## config.mk

```make
export PLATFORM = sky130hd
export DESIGN_NAME = tcw_ctrl
export DESIGN_NICKNAME = d
export VERILOG_FILES = /design/src/rtl/tcw_pkg.sv /design/src/rtl/tcw_ctrl.sv
export SDC_FILE = /design/constraint.sdc
export NUM_CORES = 1
export LEC_CHECK = 0
export ABC_CLOCK_PERIOD_IN_PS = 1280
export BUFFER_PORTS_ARGS = -buffer_cell sky130_fd_sc_hd__buf_2
export CAP_MARGIN = 0
export CORE_AREA = 5 5 42 44
export DETAILED_ROUTE_END_ITERATION = 10
export DIE_AREA = 0 0 47 49
export PLACE_DENSITY = 0.49
export SLEW_MARGIN = 20
export SYNTH_ARGS = -nofsm -noshare
export SYNTH_HDL_FRONTEND = slang
export SYNTH_SLANG_ARGS = --single-unit
export TNS_END_PERCENT = 10
```

## constraint.sdc

```tcl
create_clock -name i_clk -period 1.28 [get_ports i_clk]
set_input_delay 0.256 -clock i_clk [delete_from_list [all_inputs] [get_ports i_clk]]
set_output_delay 0.256 -clock i_clk [all_outputs]
set_load 0.01 [all_outputs]
```

## src/rtl/tcw_pkg.sv

```systemverilog
// ----------------------------------------------------------------------------
// tcw_pkg
// Shared types and constants of the text console writer.
// ----------------------------------------------------------------------------
package tcw_pkg;

    localparam int COLUMNS_DEF = 80;
    localparam int ROWS_DEF    = 25;

    localparam logic [7:0] BLANK_CHAR     = 8'h20;
    localparam logic [7:0] RESET_ATTR     = 8'h07;
    localparam logic [7:0] BYTE_NEWLINE   = 8'h0A;
    localparam logic [7:0] BYTE_BACKSPACE = 8'h08;

    localparam logic MODE_PUT  = 1'b0;
    localparam logic MODE_READ = 1'b1;

    typedef struct packed {
        logic        mode;
        logic [7:0]  char_byte;
        logic [10:0] cell_index;
    } t_in_beat;

    typedef struct packed {
        logic [7:0] cell_char;
        logic [7:0] cell_attr;
        logic [4:0] cursor_row_now;
        logic [6:0] cursor_col_now;
        logic       did_scroll;
    } t_out_beat;

    typedef enum logic [2:0] {
        ST_CLEAR,
        ST_IDLE,
        ST_EXEC,
        ST_MOVE,
        ST_BLANK,
        ST_RESP
    } t_state;

    // controller -> datapath
    typedef struct packed {
        logic accept;
        logic put;
        logic move_step;
        logic blank_step;
        logic clear_step;
        logic out_load;
    } t_cmd;

    // datapath -> controller
    typedef struct packed {
        logic scroll_req;
        logic ptr_move_end;
        logic ptr_last;
    } t_status;

endpackage

```

## src/rtl/tcw_ctrl.sv

```systemverilog
// ----------------------------------------------------------------------------
// tcw_ctrl
// Sequencer of the console writer: clear pass, item handling, scroll sweep
// and the output beat register handshake.
// ----------------------------------------------------------------------------
module tcw_ctrl (
    input  logic             i_clk,
    input  logic             i_rst_n,
    input  logic             i_in_valid,
    output logic             o_in_stall,
    output logic             o_out_valid,
    input  logic             i_out_stall,
    input  tcw_pkg::t_status i_status,
    output tcw_pkg::t_cmd    o_cmd
);

    tcw_pkg::t_state r_state;
    tcw_pkg::t_state n_state;
    logic            r_out_valid;
    logic            n_out_valid;
    logic            out_free;

    assign out_free = !r_out_valid || !i_out_stall;

    always_comb begin
        n_state = r_state;
        unique case (r_state)
            tcw_pkg::ST_CLEAR: begin
                if (i_status.ptr_last) n_state = tcw_pkg::ST_IDLE;
            end
            tcw_pkg::ST_IDLE: begin
                if (i_in_valid) n_state = tcw_pkg::ST_EXEC;
            end
            tcw_pkg::ST_EXEC: begin
                n_state = i_status.scroll_req ? tcw_pkg::ST_MOVE : tcw_pkg::ST_RESP;
            end
            tcw_pkg::ST_MOVE: begin
                if (i_status.ptr_move_end) n_state = tcw_pkg::ST_BLANK;
            end
            tcw_pkg::ST_BLANK: begin
                if (i_status.ptr_last) n_state = tcw_pkg::ST_RESP;
            end
            tcw_pkg::ST_RESP: begin
                if (out_free) n_state = tcw_pkg::ST_IDLE;
            end
            default: n_state = tcw_pkg::ST_CLEAR;
        endcase
    end

    always_comb begin
        o_cmd      = '0;
        o_in_stall = 1'b1;
        unique case (r_state)
            tcw_pkg::ST_CLEAR: o_cmd.clear_step = 1'b1;
            tcw_pkg::ST_IDLE: begin
                o_in_stall   = 1'b0;
                o_cmd.accept = i_in_valid;
            end
            tcw_pkg::ST_EXEC:  o_cmd.put        = 1'b1;
            tcw_pkg::ST_MOVE:  o_cmd.move_step  = 1'b1;
            tcw_pkg::ST_BLANK: o_cmd.blank_step = 1'b1;
            tcw_pkg::ST_RESP:  o_cmd.out_load   = out_free;
            default: o_cmd = '0;
        endcase
    end

    always_comb begin
        n_out_valid = r_out_valid;
        if (o_cmd.out_load) n_out_valid = 1'b1;
        else if (!i_out_stall) n_out_valid = 1'b0;
    end

    always_ff @(posedge i_clk) begin
        if (!i_rst_n) begin
            r_state     <= tcw_pkg::ST_CLEAR;
            r_out_valid <= 1'b0;
        end else begin
            r_state     <= n_state;
            r_out_valid <= n_out_valid;
        end
    end

    assign o_out_valid = r_out_valid;

endmodule

```

==> Word level (Yosys, flattened, before mapping) <==
Cells that the tools add are included.
{ "word_totals": {"reg_bits": 4, "in_bits": 7, "output_inout_bits": 8, "wordCells": 34} }
{ "classes": {"n_eq_ne": 11, "n_mux": 16, "n_reduce_logical": 5} }
{ "ops": {"columns": ["operator", "n"], "rows": [
  ["$mux W3", 6],
  ["$pmux W3 S6", 1],
  ["$ne A2 B2 Y1 const B", 5],
  ["$mux W1", 9],
  ["$eq A3 B2 Y1 const B", 2],
  ["$eq A3 B3 Y1 const B", 2],
  ["$reduce_and A5 Y1", 1],
  ["$eq A3 B1 Y1 const B", 1],
  ["$logic_not A3 Y1", 1],
  ["$logic_not A1 Y1", 2],
  ["$ne A2 B1 Y1 const B", 1],
  ["$logic_or A1 B1 Y1", 1]
]} }

==> Longest topological paths before layout <==
{ "depth": {"word_depth": 4, "mapped_depth": 5, "ltp_nobuf": 4} }

==> Least setup slack after synthesis <==
No wires, ideal clock.
{ "synth_path": {"path_kind": "reg-to-output", "from": "register r_state[0]", "to": "output o_cmd[0] (netlist bit)", "t_arrival_ps": 979, "t_required_ps": 1024, "slack_ps": 45, "stages_incl_launch_ff": 6, "cell_sequence": "dfxtp_1 -> buf_2 -> inv_1 -> or2_1 -> a21oi_1 -> buf_4"} }
{ "synth_rtl": {"columns": ["item", "line", "text"], "rows": [
  ["start: declaration", "tcw_ctrl.sv:17", "tcw_pkg::t_state r_state;"],
  ["start signal: assignment", "tcw_ctrl.sv:75", "r_state <= tcw_pkg::ST_CLEAR;"],
  ["start signal: assignment", "tcw_ctrl.sv:78", "r_state <= n_state;"],
  ["end: declaration", "tcw_ctrl.sv:14", "output tcw_pkg::t_cmd o_cmd"]
]} }

==> qor.txt <==
CRITICAL PATH
--------------------------------------------------------------------------------
Slowest CP cell                                                          dfxtp_4
Slowest cell delay on critical path                                      0.36 ns
Reg-to-reg endpoint                                                 r_state[2]$_SDFFE_PN0P_
Worst Setup Path Type                                               flip-flop to output port
Reg-to-reg startpoint                                               r_state[2]$_SDFFE_PN0P_
Worst R2R Path Depth                                                           5
Kind of start point of the critical path                               flip-flop
Maximum fanout encountered on the critical timing path                         8
CP Capture Type                                                      output port
Required time of the critical path                                       1.02 ns
Ordered cell list for the critical path                             and2b_4, nand2b_1, nor2_1, buf_2
Setup slack, reg-to-reg                                                  0.02 ns
Worst EP arrival                                                         1.13 ns

WORST HOLD PATH
--------------------------------------------------------------------------------
Hold Startpoint                                                          i_rst_n
Cell depth of the worst hold path                                              3
Class of the tightest hold or removal check                         input pin to flip-flop
Worst Hold Path EP                                                  r_state[2]$_SDFFE_PN0P_

CLOCK NETWORK
--------------------------------------------------------------------------------
Number of H-tree levels                                                        1
TritonCTS buffer count                                                         3
Number of sinks handled by clock tree synthesis                                4
Largest buffer count on any clock path                                         2
TritonCTS clock tree                                                         yes
Clock transition at the registers of the reported paths                  0.04 ns
Clk Latency, worst-skew pair                                             0.23 ns
Root buffer selected by CTS                                             clkbuf_4

SYNTHESIS
--------------------------------------------------------------------------------
Proportion of netlist area held by the largest area contributor            0.274
Cells after Synth                                                             38
Top cells by area in the synthesized netlist                        dfxtp_1, nand2b_1, a21oi_1
Number of enable-type register cells in the synthesized netlist                0
Dominant cell type by area after synthesis                               dfxtp_1
Number of flip-flops and latches in the synthesized netlist                    4
Syn_nets                                                                      45
Mean area per synthesized cell                                        7.70 sq um
Async set-reset flop share out of synthesis                                    0
Number of different library cells in the post-synthesis netlist               24
Flip-flop cell with the highest count after synthesis                    dfxtp_1
Ys Warns                                                                       0
Fraction of the yosys area taken by sequential cells                       0.274
Most frequently used cell type in the post-synthesis netlist             dfxtp_1
Most common library cells after synthesis                           dfxtp_1, a21oi_1, nand2b_1, nor2_1
Syn Std Cell Area                                                      293 sq um

DIE
--------------------------------------------------------------------------------
Area of the die                                                       2300 sq um
Std-Cell Rows                                                                 14
Io pins                                                                       15
Die extent in y                                                            49 um
Horizontal die dimension                                                   47 um
Initial standard-cell utilization of the core                              0.209
Core outline area                                                     1400 sq um

STA
--------------------------------------------------------------------------------
TNS Setup                                                              -0.354 ns
Final Skew                                                            0.00184 ns
Period utilization                                                          1.08
Final period demand of the worst path                                    1.39 ns
Number of max-slew violations in the final report                              0
Maximum clock rate                                                     0.721 GHz
Final count of negative-setup-slack endpoints                                  5
Hold violation total from the final report                                     0
Max_slew headroom                                                          0.862
Slack of the critical path                                             -0.107 ns
Smallest hold slack                                                     0.330 ns
Worst-margin pin slew                                                   0.206 ns
Unrepaired setup endpoints after global routing                              yes

POWER
--------------------------------------------------------------------------------
Cell area power density                                              927 nW/um^2
IR drop worst, VDD                                                      0.338 mV
Leakage power of the design                                          0.000221 uW

FINISH
--------------------------------------------------------------------------------
Post-layout instance area                                              498 sq um
Share of layout cells above drive strength 1                               0.644
Area Overhead vs Synth                                                     70.1%
Total inserted antenna cells                                                   0
Final nets                                                                    68

ROUTING
--------------------------------------------------------------------------------
Routed vias                                                                  329
Violation count after the first detailed-route iteration                       0
Via density per instance                                                    4.39
Residual DRC                                                                   0
Wire length per cell                                                     11.2 um
Routed wire length                                                        839 um
Pre-antenna DRT Iters                                                          1
Count of antenna-violating nets left after detailed routing                    0

GLOBAL ROUTE
--------------------------------------------------------------------------------
Largest net degree at the start of global routing                              9
Number of antenna violations at the first check in global routing              0
Total overflow reported by the global router                                   0
GRT Resource Usage Total                                                  0.0809
Wire length of the first global-routing pass                             1310 um
Via count of the first global-routing pass                                   322

PLACEMENT
--------------------------------------------------------------------------------
Cell area after placement                                              395 sq um
Worst Setup Slack post-DPL                                             0.0538 ns
Count of buffers inserted at the top-level ports                              14
HPWL after detailed placement                                             627 um
GP Congestion                                                              0.707

STATUS
--------------------------------------------------------------------------------
Violated checks                                                     setup timing
Run status                                                          finished with violations

JOB
--------------------------------------------------------------------------------
Max-Cap Viols                                                                  0

per-layer routing:
layer / part of all wire / global-route usage / up-vias
met4: 0.011 / 0.0691 / 0
met2: 0.60 / 0.129 / 3
li1: - / - / 176
met1: 0.34 / 0.0789 / 148
met5: 0 / 0 / -
met3: 0.045 / 0.0258 / 2
layout make-up:
| type | count | area (sq um) |
|---|---|---|
| clock buffer | 3 | 22.5 |
| tap | 16 | 20.0 |
| fill | 157 | 903 |
| inverter | 2 | 7.51 |
| sequential | 4 | 88.8 |
| multi-input combinational | 29 | 223 |
| timing repair buffer | 21 | 136 |
worst max path at each step:
stage	startpoint	slack, ns	endpoint
floorplan	r_state[0]$_SDFFE_PN0P_	0.04	o_cmd[0]
global placement	r_state[2]$_SDFFE_PN0P_	0.05	r_state[2]$_SDFFE_PN0P_
detailed placement	r_state[2]$_SDFFE_PN0P_	0.05	o_cmd[0]
CTS	r_state[1]$_SDFFE_PN0P_	-0.13	o_cmd[0]
global route	r_state[2]$_SDFFE_PN0P_	-0.16	o_cmd[5]
finish	r_state[2]$_SDFFE_PN0P_	-0.11	o_cmd[5]
repair_timing:
item	in CTS	in global routing
gates resized for setup	8	8
endpoints found under the setup margin	7	8
setup buffers	1	2
pin swaps	4	1
hold buffers	0	0
endpoints found under the hold margin	0	0
worst max-delay path, delay by kind of cell, from the launching register on:
family                 cells  cell delay (ns)
buffers and inverters      1             0.13
flip-flops                 1             0.36
AND/OR/NAND/NOR            3             0.42
logic make-up after synthesis:
logic type | after synthesis | share of synthesized area
buffers and inverters | 5 | 0.0855
muxes | 1 | 0.0342
and+or+nand+nor | 16 | 0.321
DFF | 4 | 0.274
AOI/OAI and AO/OA | 12 | 0.286
through the flow:
stage,utilization,instances,power [uW]
2_1_floorplan,-,38,226
4_1_cts,0.322,73,453
5_1_grt,0.355,75,492
3_5_place_dp,0.282,69,280
6_report,0.355,75,462
3_3_place_gp,0.282,69,280
placed cells by master, fill, tap and decap left out, types with 2 or more instances in the layout:
master and count:
a21oi_1 2, nand3b_1 2, nand2_1 2, nor2_1 3, a21oi_2 2, buf_4 5
clkbuf_4 3, o21ai_0 2, nand2b_4 2, dfxtp_4 2, buf_6 3, buf_2 13
where the power goes:
part	internal [uW]	total, uW	leakage, uW	switching (uW)
sequential	134	145	0.0000344	11.2
combinational	90.1	167	0.000172	76.8
clock	104	149	0.0000138	44.9
total	329	462	0.000221	133
flip-flops by register name, indices dropped and copies added, names as in the netlist:
name,count
r_state,3
o_out_valid,1
No activity file was read; power rests on OpenSTA's default activity.
